### src/hdl/sidt_pkg.sv
package sidt_pkg;

  localparam int unsigned VALUE_W    = 32;
  localparam int unsigned CHAR_W     = 7;
  localparam int unsigned COUNT_W    = 4;
  localparam int unsigned BCD_DIGITS = 10;
  localparam int unsigned BCD_W      = 4 * BCD_DIGITS;
  localparam int unsigned CONV_STEPS = VALUE_W;
  localparam int unsigned STEP_W     = $clog2(CONV_STEPS);

  localparam logic [CHAR_W-1:0] CHAR_MINUS = 7'h2D;
  localparam logic [CHAR_W-1:0] CHAR_ZERO  = 7'h30;

  typedef struct packed {
    logic full;
    logic empty;
  } fifo_status_t;

endpackage

### src/hdl/sidt_front.sv
module sidt_front #(
  parameter int unsigned CAP     = 10,
  parameter int unsigned ENTRY_W = 1 + sidt_pkg::COUNT_W + 4 * CAP
) (
  input  logic                              clk_i,
  input  logic                              rst_ni,
  input  logic                              start_i,
  input  logic signed [sidt_pkg::VALUE_W-1:0] value_i,
  output logic                              busy_o,
  input  sidt_pkg::fifo_status_t            fifo_status_i,
  output logic                              push_o,
  output logic [ENTRY_W-1:0]                entry_o
);

  typedef enum logic [1:0] {
    ST_IDLE,
    ST_CONV,
    ST_PUSH
  } state_e;

  state_e                           state_q;
  logic                             neg_q;
  logic [sidt_pkg::VALUE_W-1:0]     mag_q;
  logic [sidt_pkg::BCD_W-1:0]       bcd_q;
  logic [sidt_pkg::BCD_W-1:0]       bcd_adj;
  logic [sidt_pkg::STEP_W-1:0]      step_q;
  logic [sidt_pkg::COUNT_W-1:0]     sig_count;
  logic [sidt_pkg::COUNT_W-1:0]     kept_count;

  // add 3 to every digit of 5 or more before the shift
  always_comb begin
    for (int i = 0; i < sidt_pkg::BCD_DIGITS; i++) begin
      if (bcd_q[4*i +: 4] >= 4'd5) begin
        bcd_adj[4*i +: 4] = bcd_q[4*i +: 4] + 4'd3;
      end else begin
        bcd_adj[4*i +: 4] = bcd_q[4*i +: 4];
      end
    end
  end

  // significant digits: highest nonzero digit, at least one
  always_comb begin
    sig_count = sidt_pkg::COUNT_W'(1);
    for (int i = 0; i < sidt_pkg::BCD_DIGITS; i++) begin
      if (bcd_q[4*i +: 4] != 4'd0) begin
        sig_count = sidt_pkg::COUNT_W'(i + 1);
      end
    end
    if (sig_count > sidt_pkg::COUNT_W'(CAP)) begin
      kept_count = sidt_pkg::COUNT_W'(CAP);
    end else begin
      kept_count = sig_count;
    end
  end

  always_ff @(posedge clk_i or negedge rst_ni) begin
    if (!rst_ni) begin
      state_q <= ST_IDLE;
      step_q  <= '0;
    end else begin
      unique case (state_q)
        ST_IDLE: begin
          if (start_i) begin
            state_q <= ST_CONV;
            step_q  <= '0;
          end
        end
        ST_CONV: begin
          step_q <= step_q + 1'b1;
          if (step_q == sidt_pkg::STEP_W'(sidt_pkg::CONV_STEPS - 1)) begin
            state_q <= ST_PUSH;
          end
        end
        ST_PUSH: begin
          if (!fifo_status_i.full) begin
            state_q <= ST_IDLE;
          end
        end
        default: state_q <= ST_IDLE;
      endcase
    end
  end

  always_ff @(posedge clk_i) begin
    if (state_q == ST_IDLE && start_i) begin
      neg_q <= value_i[sidt_pkg::VALUE_W-1];
      mag_q <= value_i[sidt_pkg::VALUE_W-1] ? (sidt_pkg::VALUE_W'(0) - value_i) : value_i;
      bcd_q <= '0;
    end else if (state_q == ST_CONV) begin
      {bcd_q, mag_q} <= {bcd_adj[sidt_pkg::BCD_W-2:0], mag_q, 1'b0};
    end
  end

  assign busy_o  = (state_q != ST_IDLE);
  assign push_o  = (state_q == ST_PUSH) && !fifo_status_i.full;
  assign entry_o = {neg_q, kept_count, bcd_q[4*CAP-1:0]};

endmodule

### src/hdl/sidt_fifo.sv
module sidt_fifo #(
  parameter int unsigned WIDTH = 45
) (
  input  logic                   clk_i,
  input  logic                   rst_ni,
  input  logic                   push_i,
  input  logic [WIDTH-1:0]       wdata_i,
  input  logic                   pop_i,
  output logic [WIDTH-1:0]       rdata_o,
  output sidt_pkg::fifo_status_t status_o
);

  logic [1:0][WIDTH-1:0] mem_q;
  logic                  wr_ptr_q;
  logic                  rd_ptr_q;
  logic [1:0]            fill_q;

  always_ff @(posedge clk_i or negedge rst_ni) begin
    if (!rst_ni) begin
      wr_ptr_q <= 1'b0;
      rd_ptr_q <= 1'b0;
      fill_q   <= 2'd0;
    end else begin
      if (push_i) begin
        wr_ptr_q <= !wr_ptr_q;
      end
      if (pop_i) begin
        rd_ptr_q <= !rd_ptr_q;
      end
      if (push_i && !pop_i) begin
        fill_q <= fill_q + 2'd1;
      end else if (pop_i && !push_i) begin
        fill_q <= fill_q - 2'd1;
      end
    end
  end

  always_ff @(posedge clk_i) begin
    if (push_i) begin
      mem_q[wr_ptr_q] <= wdata_i;
    end
  end

  assign rdata_o        = mem_q[rd_ptr_q];
  assign status_o.full  = (fill_q == 2'd2);
  assign status_o.empty = (fill_q == 2'd0);

endmodule

### src/hdl/sidt_back.sv
module sidt_back #(
  parameter int unsigned CAP     = 10,
  parameter int unsigned ENTRY_W = 1 + sidt_pkg::COUNT_W + 4 * CAP
) (
  input  logic                         clk_i,
  input  logic                         rst_ni,
  input  sidt_pkg::fifo_status_t       fifo_status_i,
  input  logic [ENTRY_W-1:0]           entry_i,
  output logic                         pop_o,
  output logic                         valid_o,
  output logic [sidt_pkg::CHAR_W-1:0]  character_o,
  output logic                         last_o,
  output logic [sidt_pkg::COUNT_W-1:0] digit_count_o
);

  localparam int unsigned IDX_W = (CAP > 1) ? $clog2(CAP) : 1;

  typedef enum logic [1:0] {
    ST_IDLE,
    ST_SIGN,
    ST_DIGITS
  } state_e;

  state_e                         state_q;
  logic [sidt_pkg::COUNT_W-1:0]   count_q;
  logic [CAP-1:0][3:0]            digits_q;
  logic [IDX_W-1:0]               idx_q;
  logic                           valid_q;
  logic [sidt_pkg::CHAR_W-1:0]    char_q;
  logic                           last_q;
  logic [sidt_pkg::COUNT_W-1:0]   dcount_q;
  logic [sidt_pkg::COUNT_W-1:0]   entry_count;

  assign entry_count = entry_i[4*CAP +: sidt_pkg::COUNT_W];
  assign pop_o       = (state_q == ST_IDLE) && !fifo_status_i.empty;

  always_ff @(posedge clk_i or negedge rst_ni) begin
    if (!rst_ni) begin
      state_q  <= ST_IDLE;
      valid_q  <= 1'b0;
      idx_q    <= '0;
      count_q  <= '0;
      digits_q <= '0;
      char_q   <= '0;
      last_q   <= 1'b0;
      dcount_q <= '0;
    end else begin
      valid_q <= 1'b0;
      unique case (state_q)
        ST_IDLE: begin
          if (!fifo_status_i.empty) begin
            count_q  <= entry_count;
            digits_q <= entry_i[4*CAP-1:0];
            idx_q    <= IDX_W'(entry_count - sidt_pkg::COUNT_W'(1));
            state_q  <= entry_i[ENTRY_W-1] ? ST_SIGN : ST_DIGITS;
          end
        end
        ST_SIGN: begin
          valid_q  <= 1'b1;
          char_q   <= sidt_pkg::CHAR_MINUS;
          last_q   <= 1'b0;
          dcount_q <= '0;
          state_q  <= ST_DIGITS;
        end
        ST_DIGITS: begin
          valid_q <= 1'b1;
          char_q  <= sidt_pkg::CHAR_ZERO + sidt_pkg::CHAR_W'(digits_q[idx_q]);
          if (idx_q == '0) begin
            last_q   <= 1'b1;
            dcount_q <= count_q;
            state_q  <= ST_IDLE;
          end else begin
            last_q   <= 1'b0;
            dcount_q <= '0;
            idx_q    <= idx_q - 1'b1;
          end
        end
        default: state_q <= ST_IDLE;
      endcase
    end
  end

  assign valid_o       = valid_q;
  assign character_o   = char_q;
  assign last_o        = last_q;
  assign digit_count_o = dcount_q;

endmodule

### src/hdl/signed_int_to_decimal_ascii.sv
// Signed 32-bit integer to decimal ASCII text.
// Input: raise start_i with value_i; the word is taken at a rising edge where
// start_i is high and busy_o is low. busy_o stays high while the word is
// converted by a shift-add-3 loop, one bit per cycle.
// Output: one character per strobe on valid_o, most significant first: a '-'
// for negative values, then the digits without leading zeros. last_o marks
// the final character, and digit_count_o carries the number of digits kept
// (sign excluded) on that character, 0 on the other characters. Each strobe lasts one cycle.
// Only the MAX_DIGITS least significant digits are kept when the number is
// longer.
// Each word passes an accept, 32 conversion steps and a hand-off into the
// queue; the hand-off waits while the queue is full, and only after it is a
// new word taken. A two-entry queue lets the next conversion run while the
// character emitter sends up to 11 characters, one per cycle within a word;
// it pops a word first, then registers each character. The receiver cannot stall.
// Reset clears the controllers and the queue; nothing is pending afterwards.
module signed_int_to_decimal_ascii #(
  parameter int unsigned MAX_DIGITS = 10
) (
  input  logic                                clk_i,
  input  logic                                rst_ni,
  input  logic                                start_i,
  input  logic signed [sidt_pkg::VALUE_W-1:0] value_i,
  output logic                                busy_o,
  output logic                                valid_o,
  output logic [sidt_pkg::CHAR_W-1:0]         character_o,
  output logic                                last_o,
  output logic [sidt_pkg::COUNT_W-1:0]        digit_count_o
);

  localparam int unsigned CAP     = (MAX_DIGITS > sidt_pkg::BCD_DIGITS) ?
                                    sidt_pkg::BCD_DIGITS :
                                    ((MAX_DIGITS < 1) ? 1 : MAX_DIGITS);
  localparam int unsigned ENTRY_W = 1 + sidt_pkg::COUNT_W + 4 * CAP;

  sidt_pkg::fifo_status_t fifo_status;
  logic                   push;
  logic                   pop;
  logic [ENTRY_W-1:0]     wr_entry;
  logic [ENTRY_W-1:0]     rd_entry;

  sidt_front #(
    .CAP     (CAP),
    .ENTRY_W (ENTRY_W)
  ) u_front (
    .clk_i         (clk_i),
    .rst_ni        (rst_ni),
    .start_i       (start_i),
    .value_i       (value_i),
    .busy_o        (busy_o),
    .fifo_status_i (fifo_status),
    .push_o        (push),
    .entry_o       (wr_entry)
  );

  sidt_fifo #(
    .WIDTH (ENTRY_W)
  ) u_fifo (
    .clk_i    (clk_i),
    .rst_ni   (rst_ni),
    .push_i   (push),
    .wdata_i  (wr_entry),
    .pop_i    (pop),
    .rdata_o  (rd_entry),
    .status_o (fifo_status)
  );

  sidt_back #(
    .CAP     (CAP),
    .ENTRY_W (ENTRY_W)
  ) u_back (
    .clk_i         (clk_i),
    .rst_ni        (rst_ni),
    .fifo_status_i (fifo_status),
    .entry_i       (rd_entry),
    .pop_o         (pop),
    .valid_o       (valid_o),
    .character_o   (character_o),
    .last_o        (last_o),
    .digit_count_o (digit_count_o)
  );

endmodule

### config.mk
export PLATFORM = sky130hd
export DESIGN_NAME = signed_int_to_decimal_ascii
export DESIGN_NICKNAME = d
export VERILOG_FILES = /design/src/hdl/sidt_pkg.sv /design/src/hdl/sidt_front.sv /design/src/hdl/sidt_fifo.sv /design/src/hdl/sidt_back.sv /design/src/hdl/signed_int_to_decimal_ascii.sv
export SDC_FILE = /design/constraint.sdc
export NUM_CORES = 1
export LEC_CHECK = 0
export ABC_AREA = 1
export BUFFER_PORTS_ARGS = -buffer_cell sky130_fd_sc_hd__buf_2
export CAP_MARGIN = 20
export CORE_MARGIN = 2
export CORE_UTILIZATION = 30
export DETAILED_ROUTE_END_ITERATION = 16
export GPL_ROUTABILITY_DRIVEN = 0
export SLEW_MARGIN = 0
export SYNTH_ARGS = -nofsm -noshare
export SYNTH_HDL_FRONTEND = slang
export SYNTH_SLANG_ARGS = --single-unit
### constraint.sdc
create_clock -name clk_i -period 4.8 [get_ports clk_i]
set_clock_uncertainty 0.2 [all_clocks]
set_input_delay 0 -clock clk_i [delete_from_list [all_inputs] [get_ports clk_i]]
set_output_delay 0 -clock clk_i [all_outputs]
set_load 0.02 [all_outputs]
# [Word-level counts from Yosys, hierarchy flattened]
# Cells that the tools add are included.
[word_totals] word_cells=160 rom_bits=0 regBits=237 n_memories=0 out_inout_bits=14 ramBits=0 in_bits=35 latchBits=0
[op_classes] multipliers=0 n_eq_ne=12 n_mux=51 bitwise=1 n_shift=0 n_div=0 add_sub_neg=17 n_lt_le_gt_ge=15 reduce_logical=37
[ops] op="45-bit two-way mux" count=3
[ops] op="32-bit two-way mux" count=3
[ops] op="90-bit bitwise mux" count=1
[ops] op="4-bit two-way mux" count=17
[ops] op="45-bit demux with 1-bit select" count=1
[ops] op="4-bit by 3-bit greater-or-equal comparator with 1-bit output (second input constant)" count=10
[ops] op="4-bit by 2-bit adder with 4-bit output (second input constant)" count=9
[ops] op="4-bit nonzero test" count=9
[ops] op="1-bit by 32-bit subtractor with 32-bit output (first input constant)" count=1
[ops] op="2-bit two-way mux" count=10
[ops] op="4-bit binary-select mux with 4-bit select" count=1
[ops] op="4-bit one-hot mux with 2 select lines" count=2
[ops] op="3-bit two-way mux" count=5
[ops] op="7-bit one-hot mux with 2 select lines" count=1
[ops] op="2-bit one-hot mux with 3 select lines" count=2
[ops] op="2-bit nonzero test" count=6
[ops] op="5-bit one-hot mux with 2 select lines" count=1
[ops] op="2-bit != test (second input constant)" count=4
[ops] op="4-bit by 1-bit subtractor with 4-bit output (second input constant)" count=2
[ops] op="6-bit by 4-bit adder with 7-bit output (first input constant)" count=1
[ops] op="2-bit == test (second input constant)" count=3
[ops] op="1-bit logical AND" count=6
[ops] op="1-bit logical NOT" count=6
[ops] op="2-bit logical NOT" count=3
[ops] op="19 further kinds" count=26

# [Longest topological paths before layout]
# Gate-level depths: netlist of run 1.
[logic_depth] ltp_word=13 ltp_mapped=10 depth_no_buf=10

# [Cells and area by module]
# Synthesis of run 1 repeated with hierarchy kept, for this count alone.
[hier_totals] cells_unflattened=1187 area_unflattened_um2=11553.6
[by_module_without_submodules] module="sidt_front" seq_area_each_um2=1966.9 n_inst=1 area_each_um2=4889.7 cells_per_inst=639
[by_module_without_submodules] module="sidt_fifo" seq_area_each_um2=2802.7 n_inst=1 area_each_um2=3653.5 cells_per_inst=165
[by_module_without_submodules] module="sidt_back" seq_area_each_um2=1551.5 n_inst=1 area_each_um2=3010.4 cells_per_inst=383

# [Worst setup path after synthesis of run 1]
# No wires, ideal clock.
[synth_path] kind="register to register" start="reg u_fifo.fill_q[0]" end="reg u_fifo.mem_q[45] (netlist name) (enable)" n_path_buf=0 period_less_slack_ns=3.385 stages_incl_launch_ff=5 t_required_ns=4.151 setup_time_ns=0.449 slack_ns=1.415 t_arrival_ns=2.736 cell_sequence="dfrtp_1 > inv_1 > a211oi_2 > inv_1 > nor2_1"
[synth_via] elab_chain_cells=3
[synth_lines] item="start, declared" line="sidt_fifo.sv:16" text="logic [1:0] fill_q;"
[synth_lines] item="start signal, assigned" line="sidt_fifo.sv:31" text="fill_q <= fill_q + 2'd1;"
[synth_lines] item="start signal, assigned" line="sidt_fifo.sv:33" text="fill_q <= fill_q - 2'd1;"
[synth_lines] item="2-bit == test" line="sidt_fifo.sv:45" text="assign status_o.full = (fill_q == 2'd2);"
[synth_lines] item="1-bit logical NOT"
[synth_lines] item="1-bit logical AND" line="sidt_front.sv:95" text="assign push_o = (state_q == ST_PUSH) && !fifo_status_i.full;"
[synth_lines] item="named net push" line="signed_int_to_decimal_ascii.sv:37" text="logic push;"
[synth_lines] item="end signal, assigned by index" line="sidt_fifo.sv:40" text="mem_q[wr_ptr_q] <= wdata_i;"
[synth_lines] item="end, declared" line="sidt_fifo.sv:13" text="logic [1:0][WIDTH-1:0] mem_q;"
# The timed path passes the listed nets, and every way through them passes these cells.
# A chain may end at the register's enable or synchronous reset.

# [Worst setup path after layout of run 1]
[layout_path] start="reg u_front.state_q[1]" end="reg u_front.mag_q[30] (netlist name), data pin"
[layout_via] elab_chain_cells=3
[layout_lines] item="start, declared" line="sidt_front.sv:21" text="state_e state_q;"
[layout_lines] item="start signal, assigned" line="sidt_front.sv:58" text="state_q <= ST_IDLE;"
[layout_lines] item="start signal, assigned" line="sidt_front.sv:64" text="state_q <= ST_CONV;"
[layout_lines] item="start signal, assigned" line="sidt_front.sv:71" text="state_q <= ST_PUSH;"
[layout_lines] item="2-bit logical NOT" line="sidt_front.sv:85" text="if (state_q == ST_IDLE && start_i) begin"
[layout_lines] item="1-bit logical AND" line="sidt_front.sv:85"
[layout_lines] item="32-bit two-way mux" line="sidt_front.sv:85"
[layout_lines] item="end signal, assigned" line="sidt_front.sv:87" text="mag_q <= value_i[sidt_pkg::VALUE_W-1] ? (sidt_pkg::VALUE_W'(0) - value_i) : value_i;"
[layout_lines] item="end signal, assigned" line="sidt_front.sv:90" text="{bcd_q, mag_q} <= {bcd_adj[sidt_pkg::BCD_W-2:0], mag_q, 1'b0};"
[layout_lines] item="end, declared" line="sidt_front.sv:23" text="logic [sidt_pkg::VALUE_W-1:0] mag_q;"
# No other way between the ends.

==> metrics.md, run 1 <==
| Metric | Value |
|---|---|
| Reg2Reg Depth | 8 |
| Multi-input logic area | between 4000 and 5000 um2 |
| Worst-path cell chain | nor2_2 -> nand2_4 -> inv_2 -> nand2_1 -> nor2_1 -> dlygate4sd3_1 -> nor2_1 -> dlygate4sd3_1 |
| Failing checks | hold timing |
| Critical Path RT | 4.86 ns |
| Hold WS | -0.003171 ns |
| Slew margin rel. | 33.20% |
| Synthesis warning total | 0 |
| Die height | 195.6 um |
| Final setup margin | 1.501 ns |
| Max Fclk | 0.3031 GHz |
| Ports | 49 |
| FF-to-FF Start | u_front.state_q[1]$_DFFE_PN0P_ |
| Leakage Power | between 5 and 6 nW |
| CP top delay family | buffers and inverters |
| Final setup TNS | 0 ns |
| Worst setup EP type | flop |
| Slew @ Worst Pin | 1.001 ns |
| First-pass GRT wire length | 40,280 um |
| Yosys cell types | 53 |
| DIE WIDTH | ~200 um |
| Max-slew violations | 0 |
| Synthesis-to-finish area growth | 18.53% |
| Maximum vdd drop | 0.0002369 V |
| Clk pwr share | 23.3% |
| Initial core utilization | 30.30% |
| Placed instance area | 11,650 um2 |
| CP Class | reg2reg |
| Pin count of the biggest net entering global routing | 74 |
| Fin area | 13,050 um2 |
| Post-place setup slack | 1.801 ns |
| Share of cells above drive strength 1 | 11.06% |
| Startpoint Class | flop |
| Number of DRC markers in iteration 0 | roughly 600 |
| Initial antenna violation count | 0 |
| Cell count after synthesis | 1,147 |
| Total wire length | 24,410 um |
| Core Area | approximately 36,000 um2 |
| CP max FO | 45 |
| CTS Buf Count | 24 |
| # setup viols final | 0 |
| Final worst path period share | between 60 and 70% |
| Wire per inst | 14.15 um |
| Fillers | between 3,000 and 4,000 |
| PwrDens | around 620 nW/um2 |
| Slack of the worst reg-to-reg path | ~1.5 ns |
| Postcts setup bufs | 0 |
| NumNets Final | roughly 1,300 |
| Comb pwr share | between 30% and 40% |
| Async S/R FF share, synth | 30.93% |
| Sw Ratio | 37.33% |
| Rows | 70 |
| Switch Pwr | 3.028 mW |
| CTS max path bufs | 3 |
| Clock sink total | 236 |
| Unrepaired setup endpoints after global routing | no |
| Ys flop type | edfxtp_1 |
| GRT Residual Overflow | 0 |
| Hold Crit Class | in2async |
| Maximum Capacitance Violations | 0 |
| Vias per std cell | 4.779 |
| DRC viols | 0 |
| Placed Instances | 1,623 |
| Slowest cell on the critical path | inv_2 |
| Yosys top cell by area | edfxtp_1 |
| Register Area | 6321 um2 |
| Final Instance Count excl. Fillers | 1,725 |
| Clock Pin Slew Worst Setup and Hold Paths | 0.06 ns |
| Routed vias | 8,243 |
| Ant diodes | 0 |
| CTS tree | done |
| Antenna Nets Post-Route | 0 |
| Worst-Skew Late Latency | 0.51 ns |
| Sequential share of the synthesized area | 57.40% |
| Syn_area_per_cell | 9.602 um2 |
| CP Buf/Inv Count | 3 |
| Yosys top cell area share | 33.54% |
| Fin. Hold Viols | 4 |
| Die area | 38,260 um2 |
| Worst path max stage delay | 0.60 ns |
| FF+latch count, synth | 236 |
| Internal power | 5.082 mW |
| Syn Std Cell Area | 11,010 um2 |
| Crit path DAT | 3.35 ns |
| Post-synth EDFFs | 123 |
| I/O Buffers | 47 |
| Synth top area cells | edfxtp_1 34%, dfrtp_1 17%, nand2_1 9.1% |
| First drt pass iteration count | 5 |
| Outcome | complete, but fails checks |
| Root Driver | clkbuf_16 |
| Seq pwr share | ~42% |
| Vias in the first global route | 8,065 |
| Total global-route track usage | 12.94% |
| Syn Nets | 1,211 |
| Final worst path period need | 3.299 ns |
| H-tree Lvls | 1 |
| Critical R2R Capture | u_front.mag_q[30]$_DFFE_PP_ |
| Dpl hpwl | 16,080 um |
==> per-layer routing <==
| metal | share of wire, % | global-route usage, % |
|---|---|---|
| met4 | 1.9 | 3.138 |
| met1 | 47 | 17.27 |
| met2 | 46 | 21.83 |
| met3 | 5.7 | 2.263 |
| met5 | 0 | 0 |
==> layout by cell type, fill, tap and decap left out, types with 3 or more instances in the layout <==
master         Yosys  routed
a21oi_1           26      26
a22o_1             4       4
a31oi_1           46      46
buf_2             21      46
buf_4              5       6
clkbuf_1          12       5
clkbuf_16          0      25
clkbuf_8           0       6
clkinv_1           0       3
dfrtp_1           73      73
dfxtp_1           40      40
dlygate4sd3_1      0      59
edfxtp_1         123     123
ha_1              29      29
inv_1             76      76
inv_2              8       8
nand2_1          267     267
nand2_2            3       3
nand3_1           60      60
nand4_1            9       9
nor2_1           125     123
nor2_2             6       6
nor2_4             5       7
nor3_1             3       3
nor4_1             3       3
o211ai_1          12      12
o21ai_0           81      81
o21ai_1           21      21
o21ai_2            6       6
o22a_1             3       3
o22ai_1            4       4
o22ai_2            6       6
or2_0              3       3
or2_2              5       5
xnor2_1            7       7
xor2_1            25      25
==> power by group through the flow <==
| stage | Clock [mW] | Combinational [mW] | Sequential [mW] |
|---|---|---|---|
| CTS | 1.93 | 2.82 | 3.43 |
| global placement | 0 | 2.64 | 3.44 |
| detailed placement | 0 | 2.73 | 3.47 |
| global route | 2.01 | 3.22 | 3.52 |
| floorplan | 0 | 2.23 | 3.23 |
| finish | 1.89 | 2.79 | 3.43 |
==> cell type report <==
type / count / share of cell area [%]
clock inverters: 7 / 0.6230
multi-input cells: 782 / 31.70
well taps: 468 / 4.486
clock buffers: 36 / 5.569
flip-flops and latches: 236 / 48.42
repair buffers: 112 / 6.786
inverters: 84 / 2.415
==> sequential cells by signal, indices dropped and copies added, names as in the netlist, 2 cells and up <==
register              count
u_back.character_o        6
u_back.count_q            4
u_back.digit_count_o      4
u_back.digits_q          40
u_back.idx_q              4
u_back.state_q            2
u_fifo.fill_q             2
u_fifo.mem_q             90
u_front.bcd_q            40
u_front.mag_q            32
u_front.state_q           2
u_front.step_q            5
==> repair_timing <==
item / 4_1_cts / 5_1_grt
hold buffers: 59 / 0
endpoints found under the hold margin: 107 / 0
resized for setup: 0 / 0
==> cell families after synthesis <==
| group | after synthesis | synth area share (%) |
|---|---|---|
| AND/OR/NAND/NOR | 499 | 19.35 |
| flip-flops | 236 | 57.40 |
| AO/OA/AOI/OAI | 220 | 12.12 |
| buffers and inverters | 129 | 5.169 |
| XOR/XNOR | 32 | 2.545 |
| adder cells (fa/ha/maj) | 29 | 3.295 |
| other | 1 | 0.03405 |
| multiplexers | 1 | 0.09089 |
==> worst max-delay path by stage <==
stage / from / end / slack (ns) / cells after the start
2_1_floorplan: u_fifo.fill_q[0]$_DFFE_PN0P_ / u_fifo.mem_q[45]$_DFFE_PP_ / 1.42 / 4
3_3_place_gp: u_front.state_q[1]$_DFFE_PN0P_ / u_front.mag_q[25]$_DFFE_PP_ / 1.58 / 5
3_5_place_dp: u_front.state_q[1]$_DFFE_PN0P_ / u_front.mag_q[24]$_DFFE_PP_ / 1.80 / 6
4_1_cts: u_front.state_q[1]$_DFFE_PN0P_ / u_front.mag_q[30]$_DFFE_PP_ / 1.48 / 8
5_1_grt: u_front.state_q[1]$_DFFE_PN0P_ / u_front.mag_q[30]$_DFFE_PP_ / 1.29 / 8
6_report: u_front.state_q[1]$_DFFE_PN0P_ / u_front.mag_q[30]$_DFFE_PP_ / 1.50 / 8
==> synthesized netlist by cell type (21+ instances only) <==
| cell | count |
|---|---|
| a21oi_1 | 26 |
| a31oi_1 | 46 |
| buf_2 | 21 |
| dfrtp_1 | 73 |
| dfxtp_1 | 40 |
| edfxtp_1 | 123 |
| ha_1 | 29 |
| inv_1 | 76 |
| nand2_1 | 267 |
| nand3_1 | 60 |
| nor2_1 | 125 |
| o21ai_0 | 81 |
| o21ai_1 | 21 |
| xor2_1 | 25 |
==> stage by stage <==
stage / power (mW) / utilization [%]
6_report: 8.110 / 35.91
5_1_grt: 8.758 / 35.91
4_1_cts: 8.178 / 35.91
3_5_place_dp: 6.198 / 32.07
3_3_place_gp: 6.080 / 32.01
2_1_floorplan: 5.461 / -
No activity file was read; power rests on OpenSTA's default activity.
==> run 2, diff against run 1 <==
ABC_AREA = 0   (was 1)
clock period = 3.2 ns   (was 4.8 ns; I/O delays follow)
==> metrics.md, run 2 <==
| Metric | Value |
|---|---|
| Vias in the first global route | 7,070 (was 8,065) |
| Largest registers | u_fifo.mem_q (90), u_back.digits_q (40), u_front.bcd_q (40) (unchanged) |
| Routed vias | 7,238 (was 8,243) |
| Synth top area cells | edfxtp_1 35%, dfrtp_1 17%, dfxtp_1 7.5% (was edfxtp_1 34%, dfrtp_1 17%, nand2_1 9.1%) |
| Syn Std Cell Area | 10,680 um2 (was 11,010 um2) |
| Most flop-heavy register | u_fifo.mem_q (unchanged) |
| Cell count after synthesis | 939 (was 1,147) |
| Fin. Hold Viols | 14 (was 4) |
| Most used cell, CP | dlygate4sd3_1 |
| Initial core utilization | 30.23% (was 30.30%) |
| # resized after CTS | 0 (unchanged) |
| Pin count of the biggest net entering global routing | 77 (was 74) |
| Syn Nets | 1,003 (was 1,211) |
| Most common cell after layout, fill and taps aside | edfxtp_1 (was nand2_1) |
| Wire per inst | 14.87 um (was 14.15 um) |
| Post-synth EDFFs | 123 (unchanged) |
| H-tree Lvls | 1 (unchanged) |
| DIE WIDTH | 192.6 um (was 195.6 um) |
| Clock sink total | 236 (unchanged) |
| Yosys top cell area share | 34.60% (was 33.54%) |
| Synthesis warning total | 0 (unchanged) |
| Critical Path RT | 3.25 ns (was 4.86 ns) |
| Startpoint Class | input pin (was flop) |
| Critical R2R Capture | u_fifo.mem_q[42]$_DFFE_PP_ (was u_front.mag_q[30]$_DFFE_PP_) |
| Final core utilization | 36.44% (was 35.91%) |
| Clock Pin Slew Worst Setup and Hold Paths | 0.07 ns (was 0.06 ns) |
| Yosys top cell by area | edfxtp_1 (unchanged) |
| Reg2Reg Depth | 5 (was 8) |
| PwrDens | 932.4 nW/um2 (was 621.3 nW/um2) |
| Ant diodes | 0 (unchanged) |
| CTS Buf Count | 26 (was 24) |
| Slew margin rel. | 35.21% (was 33.20%) |
| Synthesis-to-finish area growth | 20.52% (was 18.53%) |
| First-pass GRT wire length | 36,840 um (was 40,280 um) |
| GRT Residual Overflow | 0 (unchanged) |
| Failing checks | hold timing (unchanged) |
| Hold Crit Class | in2async (unchanged) |
| Rows | 69 (was 70) |
| Crit path DAT | 2.76 ns (was 3.35 ns) |
| Final setup margin | 0.4889 ns (was 1.501 ns) |
| Ports | 49 (unchanged) |
| Final worst path period share | around 85% |
| Met2 wire length | 10,270 um (was 11,180 um) |
| Syn_area_per_cell | 11.37 um2 (was 9.602 um2) |
| Postcts setup bufs | 0 (unchanged) |
| Slowest cell on the critical path | dlygate4sd3_1 (was inv_2) |
| Met3 wire len | 843 um (was 1393 um) |
| Share of cells above drive strength 1 | 12.43% (was 11.06%) |
| List of most frequent post-synthesis cells | 123 x edfxtp_1, 108 x o21ai_0, 107 x nand2_1 (was 267 x nand2_1, 125 x nor2_1, 123 x edfxtp_1) |
| Total wire length | 22,530 um (was 24,410 um) |
| First drt pass iteration count | 4 (was 5) |
| Most frequent cell after synthesis | edfxtp_1 (was nand2_1) |
| DRC viols | 0 (unchanged) |
| Post-place setup slack | 0.8555 ns (was 1.801 ns) |
| Worst-path cell chain | dlygate4sd3_1 -> buf_2 -> nor4_2 -> nand4_1 -> o41ai_1 -> xor2_1 -> dlygate4sd3_1 -> o21ai_1 (was nor2_2 -> nand2_4 -> inv_2 -> nand2_1 -> nor2_1 -> dlygate4sd3_1 -> nor2_1 -> dlygate4sd3_1) |
| Slew @ Worst Pin | 0.9718 ns (was 1.001 ns) |
| Max FFs per register | 90 (unchanged) |
| CP max FO | 4 (was 45) |
| Dpl hpwl | 14,550 um (was 16,080 um) |
| Hold WS | -0.01798 ns (was -0.003171 ns) |
| Number of DRC markers in iteration 0 | 525 (was 602) |
| Maximum Capacitance Violations | 0 (unchanged) |
| Die area | 37,110 um2 (was 38,260 um2) |
| Leakage Power | 5.063 nW (was 5.274 nW) |
| FF-to-FF Start | u_front.bcd_q[36]$_SDFFE_PP0P_ (was u_front.state_q[1]$_DFFE_PN0P_) |
| Final worst path period need | approximately 2.7 ns |
| Worst setup EP type | flop (unchanged) |
| I/O Buffers | 47 (unchanged) |
| CTS max path bufs | 3 (unchanged) |
| Antenna Nets Post-Route | 0 (unchanged) |
| Max Fclk | 0.3689 GHz |
| Slack of the worst reg-to-reg path | 0.84 ns (was 1.50 ns) |
| Yosys cell types | 57 (was 53) |
| FF+latch count, synth | 236 (unchanged) |
| Worst-Skew Late Latency | 0.52 ns (was 0.51 ns) |
| Vias per std cell | 4.778 (was 4.779) |
| CP Buf/Inv Count | 3 (unchanged) |
| Most frequent cells in the layout | 123 x edfxtp_1, 108 x o21ai_0, 106 x nand2_1, 72 x dfrtp_1, 56 x mux2i_1 (was 267 x nand2_1, 123 x nor2_1, 123 x edfxtp_1, 81 x o21ai_0, 76 x inv_1) |
| Core Area | 35,310 um2 (was 36,350 um2) |
| Final setup TNS | 0 ns (unchanged) |
| CP Class | in2reg (was reg2reg) |
| Unrepaired setup endpoints after global routing | no (unchanged) |
| Initial antenna violation count | 0 (unchanged) |
| Metal-1 WL | 10,970 um (was 11,380 um) |
| Maximum vdd drop | 0.0004583 V (was 0.0002369 V) |
| NumNets Final | 1,098 (was 1,304) |
| Sequential share of the synthesized area | 59.21% (was 57.40%) |
| # setup viols final | 0 (unchanged) |
| CTS tree | done (unchanged) |
| Async S/R FF share, synth | 30.93% (unchanged) |
| Max-slew violations | 0 (unchanged) |
| Die height | 192.6 um (was 195.6 um) |
| Root Driver | clkbuf_16 (unchanged) |
| Outcome | complete, but fails checks (unchanged) |
| Total global-route track usage | 12.34% (was 12.94%) |
| Worst path max stage delay | 0.57 ns (was 0.60 ns) |
| Ys flop type | edfxtp_1 (unchanged) |
| Top Layer Used | met4 (unchanged) |
| CP top delay family | buffers and inverters (unchanged) |
run 2: what timing repair did:
action / in CTS / in global routing
hold endpoints to repair: 116 / 0
hold buffers: 55 / 0
endpoints found under the setup margin: 0 / 0
run 2: cell families (layout without fill, tap and decap cells):
| logic type | after synthesis | count (layout) | share of synthesized area (%) |
|---|---|---|---|
| compound gates | 227 | 227 | 12.33 |
| xor+xnor | 54 | 54 | 4.430 |
| fa+ha+maj | 29 | 29 | 3.399 |
| buf+inv | 78 | 193 | 2.813 |
| flops | 236 | 236 | 59.21 |
| mux | 69 | 69 | 7.044 |
| other cells | 1 | 1 | 0.03513 |
| simple gates | 245 | 245 | 10.74 |
run 2: power breakdown:
part / leakage [nW] / switching (mW) / internal (mW)
logic: 2.24 / 2.19 / 1.63
registers: 2.39 / 0.828 / 4.31
clock network: 0.435 / 1.21 / 1.83
run 2: per-layer routing:
layer,track usage [%],vias up
met4,3.053,0
li1,-,3579
met5,0,-
met1,17.03,3495
met2,20.15,134
met3,2.055,30
run 2: worst max-delay path by stage:
stage / startpoint / end / slack, ns / cells after the start
final: value_i[8] / u_front.mag_q[28]$_DFFE_PP_ / 0.49 / 8
after global routing: value_i[4] / u_front.mag_q[28]$_DFFE_PP_ / 0.31 / 8
after CTS: value_i[8] / u_front.mag_q[28]$_DFFE_PP_ / 0.52 / 8
after detailed placement: u_fifo.fill_q[1]$_DFFE_PN0P_ / u_fifo.mem_q[66]$_DFFE_PP_ / 0.86 / 4
after global placement: u_front.state_q[0]$_DFFE_PN0P_ / u_fifo.mem_q[69]$_DFFE_PP_ / 0.87 / 4
after floorplan: u_fifo.fill_q[0]$_DFFE_PN0P_ / u_fifo.mem_q[0]$_DFFE_PP_ / 0.52 / 4
run 2: worst reg2reg max path, stage by stage (launching register included):
cell and delay, ns:
dfxtp_1 0.35, inv_1 0.11, ha_1 0.22, nor3b_1 0.55
nand3_1 0.30, a21oi_1 0.41
run 2: through the flow:
stage	cell area (um2)	total power, mW	hold slack, ns	std cells
4_1_cts	12870	12.10	0.02099	1515
5_1_grt	12870	12.90	0.08381	1515
2_1_floorplan	10680	7.873	-0.4956	939
3_3_place_gp	11440	8.853	0.01283	1412
6_report	12870	12.00	-0.01798	1515
3_5_place_dp	11440	8.974	0.02875	1412
run 2: area by class of cell:
class,instances,area [um2]
repair buffers,115,898.4
clock buffers,32,714.4
well taps,461,576.8
clock inverters,16,162.7
inverters,30,112.6
flip-flops and latches,236,6322
fillers,3424,22440
multi-input cells,625,4079
